`src/sv/acc_pkg.sv`:
```
// package: operation and status codes, control types and sizes for the accumulator
`timescale 1ns / 1ps
package acc_pkg;

  // number of history entries held
  localparam int HISTORY_DEPTH = 16;
  // width of the entry count, which runs 1 .. HISTORY_DEPTH
  localparam int CNT_W = $clog2(HISTORY_DEPTH + 1);
  localparam int DATA_W = 32;

  // operation codes carried in func; 6 and 7 are invalid
  typedef enum logic [2:0] {
    FN_ADD   = 3'd0,
    FN_SUB   = 3'd1,
    FN_MUL   = 3'd2,
    FN_DIV   = 3'd3,
    FN_UNDO  = 3'd4,
    FN_CLEAR = 3'd5
  } func_t;

  // result status codes
  typedef enum logic [1:0] {
    STS_OK      = 2'd0,
    STS_DIVZERO = 2'd1,
    STS_NOUNDO  = 2'd2,
    STS_INVALID = 2'd3
  } status_t;

  // sequencer states
  typedef enum logic [1:0] {
    ST_IDLE,
    ST_DIV,
    ST_WB
  } state_t;

  // shift control shared by every history cell
  typedef struct packed {
    logic shift_dn;  // push: take the value from the newer neighbor
    logic shift_up;  // pop: take the value from the older neighbor
  } stk_ctl_t;

endpackage

```
`src/sv/acc_cell.sv`:
```
// one history cell: holds an entry and shifts with its neighbors on push and pop
`timescale 1ns / 1ps
module acc_cell (
  input  logic                     clk,
  input  logic                     rst_n,
  input  acc_pkg::stk_ctl_t        ctl,
  input  logic [acc_pkg::DATA_W-1:0] newer_val,
  input  logic [acc_pkg::DATA_W-1:0] older_val,
  output logic [acc_pkg::DATA_W-1:0] val
);
  import acc_pkg::*;

  logic [DATA_W-1:0] val_r;

  // entry register, zero after reset so the newest cell starts as the zero base entry
  always_ff @(posedge clk) begin
    if (!rst_n) begin
      val_r <= '0;
    end else if (ctl.shift_dn) begin
      val_r <= newer_val;
    end else if (ctl.shift_up) begin
      val_r <= older_val;
    end
  end

  assign val = val_r;

endmodule

```
`src/sv/acc_div.sv`:
```
// iterative radix-2 signed divider, quotient truncated toward zero, one bit per cycle
`timescale 1ns / 1ps
module acc_div (
  input  logic                       clk,
  input  logic                       rst_n,
  input  logic                       start,
  input  logic [acc_pkg::DATA_W-1:0] dividend,
  input  logic [acc_pkg::DATA_W-1:0] divisor,
  output logic                       done,
  output logic [acc_pkg::DATA_W-1:0] quotient
);
  import acc_pkg::*;

  localparam int STEP_W = $clog2(DATA_W);

  logic              run_r;
  logic              done_r;
  logic [STEP_W-1:0] step_r;
  logic              neg_r;
  logic [DATA_W-1:0] rem_r;
  logic [DATA_W-1:0] quo_r;
  logic [DATA_W-1:0] dvs_r;
  logic [DATA_W:0]   trial;
  logic [DATA_W-1:0] mag_a;
  logic [DATA_W-1:0] mag_b;

  // operand magnitudes
  assign mag_a = dividend[DATA_W-1] ? (~dividend + 1'b1) : dividend;
  assign mag_b = divisor[DATA_W-1] ? (~divisor + 1'b1) : divisor;

  // trial subtract of the shifted partial remainder
  assign trial = {rem_r, quo_r[DATA_W-1]} - {1'b0, dvs_r};

  // control: run for DATA_W steps, then pulse done
  always_ff @(posedge clk) begin
    if (!rst_n) begin
      run_r  <= 1'b0;
      done_r <= 1'b0;
      step_r <= '0;
    end else begin
      done_r <= 1'b0;
      if (start) begin
        run_r  <= 1'b1;
        step_r <= '0;
      end else if (run_r) begin
        step_r <= step_r + 1'b1;
        if (step_r == STEP_W'(DATA_W - 1)) begin
          run_r  <= 1'b0;
          done_r <= 1'b1;
        end
      end
    end
  end

  // datapath: restoring division, quotient bits shift in as dividend bits shift out
  always_ff @(posedge clk) begin
    if (start) begin
      rem_r <= '0;
      quo_r <= mag_a;
      dvs_r <= mag_b;
      neg_r <= dividend[DATA_W-1] ^ divisor[DATA_W-1];
    end else if (run_r) begin
      if (!trial[DATA_W]) begin
        rem_r <= trial[DATA_W-1:0];
        quo_r <= {quo_r[DATA_W-2:0], 1'b1};
      end else begin
        rem_r <= {rem_r[DATA_W-2:0], quo_r[DATA_W-1]};
        quo_r <= {quo_r[DATA_W-2:0], 1'b0};
      end
    end
  end

  assign done     = done_r;
  assign quotient = neg_r ? (~quo_r + 1'b1) : quo_r;

endmodule

```
`src/sv/accumulator_with_undo_stack.sv`:
```
// top level: accumulator with a bounded undo history built as a row of shifting cells
`timescale 1ns / 1ps
// Signed 32-bit accumulator. Each input transaction carries an operation and an
// operand and gives exactly one output transaction with the new total and a status.
// One transaction is worked on at a time. Add, subtract, multiply, undo, clear,
// the invalid codes and a divide by zero go from acceptance to the write-back state,
// which loads the result into the output register and opens the input again; a
// divide first waits in the divide state for the one-bit-per-cycle divider (load,
// 32 steps, quotient capture), then goes to write-back.
// The history is a row of HISTORY_DEPTH cells, newest first: a push shifts every
// cell one place toward the old end (the oldest falls off), an undo shifts back.
// The output register holds a result until taken while the next transaction
// is already being accepted and computed.
module accumulator_with_undo_stack (
  input  logic                       clk,
  input  logic                       rst_n,
  input  logic                       in_valid,
  output logic                       in_stall,
  input  logic [2:0]                 in_func,
  input  logic signed [acc_pkg::DATA_W-1:0] in_operand,
  output logic                       out_valid,
  input  logic                       out_stall,
  output logic signed [acc_pkg::DATA_W-1:0] out_total,
  output logic [1:0]                 out_status
);
  import acc_pkg::*;

  state_t            state_r;
  state_t            state_nxt;
  logic [2:0]        func_r;
  logic              divzero_r;
  logic [DATA_W-1:0] result_r;
  logic [CNT_W-1:0]  cnt_r;
  logic              out_valid_r;
  logic [DATA_W-1:0] out_total_r;
  status_t           out_status_r;

  logic              accept;
  logic              out_free;
  logic              wb_fire;
  logic              do_push;
  logic              do_pop;
  logic              do_clear;
  logic              div_start;
  logic              div_done;
  logic [DATA_W-1:0] div_q;
  logic [DATA_W-1:0] top_in;
  logic [DATA_W-1:0] wb_total;
  status_t           wb_status;
  stk_ctl_t          stk_ctl;
  logic [DATA_W-1:0] cell_val [HISTORY_DEPTH];

  assign accept    = in_valid && !in_stall;
  assign in_stall  = (state_r != ST_IDLE);
  assign out_free  = !out_valid_r || !out_stall;
  assign div_start = accept && (in_func == FN_DIV) && (in_operand != '0);

  // state register
  always_ff @(posedge clk) begin
    if (!rst_n) begin
      state_r <= ST_IDLE;
    end else begin
      state_r <= state_nxt;
    end
  end

  // next state and write-back decode
  always_comb begin
    state_nxt = state_r;
    wb_fire   = 1'b0;
    case (state_r)
      ST_IDLE: begin
        if (div_start) begin
          state_nxt = ST_DIV;
        end else if (accept) begin
          state_nxt = ST_WB;
        end
      end
      ST_DIV: begin
        if (div_done) begin
          state_nxt = ST_WB;
        end
      end
      ST_WB: begin
        if (out_free) begin
          wb_fire   = 1'b1;
          state_nxt = ST_IDLE;
        end
      end
      default: state_nxt = ST_IDLE;
    endcase
  end

  // latch the operation, compute the add, subtract and multiply results and capture the divide quotient
  always_ff @(posedge clk) begin
    if (accept) begin
      func_r    <= in_func;
      divzero_r <= (in_operand == '0);
      case (in_func)
        FN_ADD:  result_r <= cell_val[0] + in_operand;
        FN_SUB:  result_r <= cell_val[0] - in_operand;
        FN_MUL:  result_r <= cell_val[0] * in_operand;
        default: result_r <= cell_val[0];
      endcase
    end else if (div_done) begin
      result_r <= div_q;
    end
  end

  // stack actions, total and status for the finished transaction
  always_comb begin
    do_push   = 1'b0;
    do_pop    = 1'b0;
    do_clear  = 1'b0;
    wb_total  = cell_val[0];
    wb_status = STS_OK;
    case (func_r)
      FN_ADD, FN_SUB, FN_MUL: begin
        do_push  = wb_fire;
        wb_total = result_r;
      end
      FN_DIV: begin
        if (divzero_r) begin
          wb_status = STS_DIVZERO;
        end else begin
          do_push  = wb_fire;
          wb_total = result_r;
        end
      end
      FN_UNDO: begin
        if (cnt_r <= CNT_W'(1)) begin
          wb_status = STS_NOUNDO;
        end else begin
          do_pop   = wb_fire;
          wb_total = cell_val[1];
        end
      end
      FN_CLEAR: begin
        do_clear = wb_fire;
        wb_total = '0;
      end
      default: wb_status = STS_INVALID;
    endcase
  end

  // clear pushes a zero and drops the count back to the base entry
  assign stk_ctl.shift_dn = do_push || do_clear;
  assign stk_ctl.shift_up = do_pop;
  assign top_in           = do_clear ? '0 : result_r;

  // entry count
  always_ff @(posedge clk) begin
    if (!rst_n) begin
      cnt_r <= CNT_W'(1);
    end else if (do_clear) begin
      cnt_r <= CNT_W'(1);
    end else if (do_push) begin
      if (cnt_r < CNT_W'(HISTORY_DEPTH)) begin
        cnt_r <= cnt_r + 1'b1;
      end
    end else if (do_pop) begin
      cnt_r <= cnt_r - 1'b1;
    end
  end

  // history cells, newest at index zero
  for (genvar i = 0; i < HISTORY_DEPTH; i++) begin : g_cell
    logic [DATA_W-1:0] newer;
    logic [DATA_W-1:0] older;
    if (i == 0) begin : g_first
      assign newer = top_in;
    end else begin : g_rest
      assign newer = cell_val[i-1];
    end
    if (i == HISTORY_DEPTH - 1) begin : g_last
      assign older = '0;
    end else begin : g_mid
      assign older = cell_val[i+1];
    end
    acc_cell u_cell (
      .clk       (clk),
      .rst_n     (rst_n),
      .ctl       (stk_ctl),
      .newer_val (newer),
      .older_val (older),
      .val       (cell_val[i])
    );
  end

  // divider
  acc_div u_div (
    .clk      (clk),
    .rst_n    (rst_n),
    .start    (div_start),
    .dividend (cell_val[0]),
    .divisor  (in_operand),
    .done     (div_done),
    .quotient (div_q)
  );

  // output register
  always_ff @(posedge clk) begin
    if (!rst_n) begin
      out_valid_r <= 1'b0;
    end else if (wb_fire) begin
      out_valid_r <= 1'b1;
    end else if (!out_stall) begin
      out_valid_r <= 1'b0;
    end
  end

  always_ff @(posedge clk) begin
    if (wb_fire) begin
      out_total_r  <= wb_total;
      out_status_r <= wb_status;
    end
  end

  assign out_valid  = out_valid_r;
  assign out_total  = out_total_r;
  assign out_status = out_status_r;

endmodule

```
`config.mk`:
```
export PLATFORM = sky130hd
export DESIGN_NAME = accumulator_with_undo_stack
export DESIGN_NICKNAME = d
export VERILOG_FILES = /design/src/sv/acc_pkg.sv /design/src/sv/acc_cell.sv /design/src/sv/acc_div.sv /design/src/sv/accumulator_with_undo_stack.sv
export SDC_FILE = /design/constraint.sdc
export NUM_CORES = 2
export LEC_CHECK = 0
export BUFFER_PORTS_ARGS = -buffer_cell sky130_fd_sc_hd__buf_2
export CAP_MARGIN = 15
export CELL_PAD_IN_SITES_DETAIL_PLACEMENT = 0
export CELL_PAD_IN_SITES_GLOBAL_PLACEMENT = 1
export CORE_ASPECT_RATIO = 0.75
export CORE_MARGIN = 5
export CORE_UTILIZATION = 45
export DETAILED_ROUTE_END_ITERATION = 8
export MAX_ROUTING_LAYER = met4
export PLACE_DENSITY_LB_ADDON = 0.2
export RECOVER_POWER = 100
export SLEW_MARGIN = 40
export SYNTH_ARGS = -nofsm -noshare
export SYNTH_HDL_FRONTEND = slang
export SYNTH_SLANG_ARGS = --single-unit
```
`constraint.sdc`:
```
create_clock -name clk -period 8.8 [get_ports clk]
set_input_delay 1.76 -clock clk [delete_from_list [all_inputs] [get_ports clk]]
set_output_delay 1.76 -clock clk [all_outputs]
set_load 0.02 [all_outputs]
```
==> flow_summary.yaml <==
synth:
  synth_warnings: 0
  synth.most_common_cell: "nand2_1"
  yosys-top-cells-count: "1328 x nand2_1, 559 x dfxtp_1, 507 x nand3_1"
  syn_avg_cell_area_um2: 8.53
  yosysTopAreaCell: "dfxtp_1"
  yosysTopAreaCellShare_pct: 21.6
  synthesis.nets: 6715
  synth_area_mm2: 0.0518
  netlist_top_cells_area: "dfxtp_1 22%, fa_1 16%, nand2_1 9.6%"
  synth.distinct_cells: 80
  synthArstFlopShare_pct: 0
  synth_edf_count: 135
  ys_seq_elements: 694
  ys_seq_area_share_pct: 29.4
  synthFlopType: "dfxtp_1"
  syn_inst: 6071
clocking:
  postCtsHoldBufs: 0
  h-tree-depth: 3
  clockRootBuffer: "clkbuf_16"
  cts_buffers: 72
  cts_max_path_buffers: 3
  post_cts_buffers: 0
  path_clk_slew_ns: 0.07
  clk_latency_ns: 0.65
  cts-resized-gates: 0
  tritoncts: "built"
  cts.sink_count: 694
power_and_ir_drop:
  p_per_area_mw_per_mm2: 197
  power_leakage_uw: 0.0277
  ir_worst_vdd_uv: 275
floorplan:
  coreArea_mm2: 0.114
  fp.dieW_um: 402
  die_area_mm2: 0.122
  die_y_um: 304
  rows: 107
  start_util_pct: 45.4
  pin_count: 75
placed_design:
  place_congestion: 0.936
  dp_hpwl_um: 101000
  port_buffers: 74
  placed_area_mm2: 0.0536
  dp.cells: 7338
detailed_routing:
  drcViolationCount: 0
  drt_iter0_markers: 4235
  vias_per_cell: 5.62
  first_pass_iters: 8
  ant_nets: 0
  wl_per_cell_um: 19.2
  wirelength_um: 144000
  dr_total_vias: 42000
final_layout:
  final_cell_area_mm2: 0.0559
  syn2layout_area_growth_pct: 7.98
  drive_gt1_share_pct: 5.36
  fin_nets: 6537
  nFillCells: 11000
  stdcell_count: 7474
global_routing:
  grt_pass1_vias: 39900
  overflow: 0
  antenna_found_initial: 3
  grt_start_max_net_pins: 196
  grt_pass1_wl_um: 228000
  grtUsageTotal_pct: 23.6
worst_setup_path:
  start_kind: "input pin"
  crit_fanout: 13
  cp_data_required_time_ns: 9.23
  critical_path_class: "input pin to flop"
  critPathArrivalTime_ns: 8.83
  endpoint_kind: "flop"
timing:
  setup_tns_ns: 0
  layout_min_cycle_time_ns: 8.40
  tightest_slew_ns: 3.25
  finalHoldViolCount: 0
  finalSetupViolCount: 0
  slew_headroom_pct: -117
  finalCritPeriodShare_pct: 95.4
  rsz0062_at_grt: "no"
  max_freq_mhz: 119
  final.setup_skew_ns: 0.0340
  slew_violations: 772
flow_run:
  maxCapViolCount: 12
run_status:
  violations: "capacitance limit, slew limit"
  status: "complete, but fails checks"
hold_path:
  min_path_type: "flop to flop"
## critical path, stage by stage
cell and delay, ns:
buf_2 0.22, and2_0 0.24, fa_1 0.54, inv_1 0.05
fa_1 0.49, fa_1 0.43, fa_1 0.54, inv_1 0.05
fa_1 0.50, inv_1 0.06, fa_1 0.53, inv_1 0.05
fa_1 0.49, fa_1 0.42, ha_1 0.30, a2111oi_0 0.43
o21ai_0 0.14, o21ai_0 0.18, o2bb2ai_1 0.13, a41oi_1 0.29
a21oi_1 0.24, a211oi_1 0.30, xnor2_1 0.15, nand2_1 0.06
a32oi_1 0.19
## placed cells by master, fill, tap and decap left out, drive strengths merged, types with 18 or more instances in the layout
master / n
nor2: 104
a21o: 25
inv: 475
edfxtp: 135
ha: 195
fa: 410
mux2i: 33
clkbuf: 170
nand3: 507
nor3: 30
and2: 317
and3: 18
o31ai: 43
a21boi: 39
buf: 168
xnor2: 144
xor2: 113
nand2b: 31
o211a: 448
or3: 22
a222oi: 33
o21ai: 207
dfxtp: 559
a21oi: 151
nand2: 1328
## cell type report
class	count	area (µm²)	share of cell area, %
diodes	2	5.00	0.00895
clock buffers	103	2100	3.76
clock inverters	24	288	0.515
inverters	471	1770	3.16
multi-input cells	4418	32900	58.9
flip-flops and latches	694	15200	27.3
well taps	1526	1910	3.42
repair buffers	236	1650	2.96
## path summary, 6_finish.rpt
kind,start,endpoint,slack (ns),cells after the start
worst max-delay path,in_operand[2],result_r[31],0.40,25
worst min-delay path,g_cell[15].u_cell.val[26],g_cell[15].u_cell.val[26],0.47,2
worst max register to register,g_cell[0].u_cell.val[11],result_r[31],0.99,24
worst min register to register,g_cell[15].u_cell.val[26],g_cell[15].u_cell.val[26],0.47,2
## flip-flops by register name (all words and copies together) (netlist names), 3 cells and up
| name | count |
|---|---|
| u_div.rem_r | 32 |
| func_r | 3 |
| u_div.dvs_r | 32 |
| cnt_r | 5 |
| result_r | 32 |
| u_div.step_r | 5 |
| u_div.quo_r | 32 |
| out_total | 32 |
| g_cell.u_cell.val | 512 |
## stage by stage
| step | total power (µW) | worst slack [ns] | hold WS [ns] | util [%] |
|---|---|---|---|---|
| 2_1_floorplan | 6700 | 0.329 | 0.455 | - |
| 3_3_place_gp | 7870 | 0.00202 | 0.463 | 46.9 |
| 3_5_place_dp | 7890 | -0.0247 | 0.469 | 47.0 |
| 4_1_cts | 11100 | 0.632 | 0.478 | 49.1 |
| 5_1_grt | 11700 | 0.168 | 0.496 | 49.1 |
| 6_report | 11000 | 0.401 | 0.474 | 49.1 |
## cells by family after synthesis
group | after synthesis | share of synthesized area, %
flops | 694 | 29.4
xor+xnor | 257 | 4.35
simple gates | 2434 | 21.4
buf+inv | 959 | 7.06
compound gates | 1088 | 16.6
mux | 34 | 0.660
fa+ha+maj | 605 | 20.6
## report_power, final
group	total (µW)	switching [µW]	internal, µW
Sequential	3740	223	3510
Clock	3150	1330	1820
Combinational	4140	2400	1740
Total	11000	3950	7070
## layer usage
metal | wire length (µm) | track usage, % | up-vias | share of wire [%]
met5 | 0 | - | - | 0
met2 | 59600 | 33.0 | 1215 | 41
li1 | - | - | 20000 | -
met3 | 11100 | 4.15 | 121 | 7.7
met4 | 1880 | 3.81 | 0 | 1.3
met1 | 71200 | 36.2 | 20700 | 50
Power figures use the tool's default switching activity.
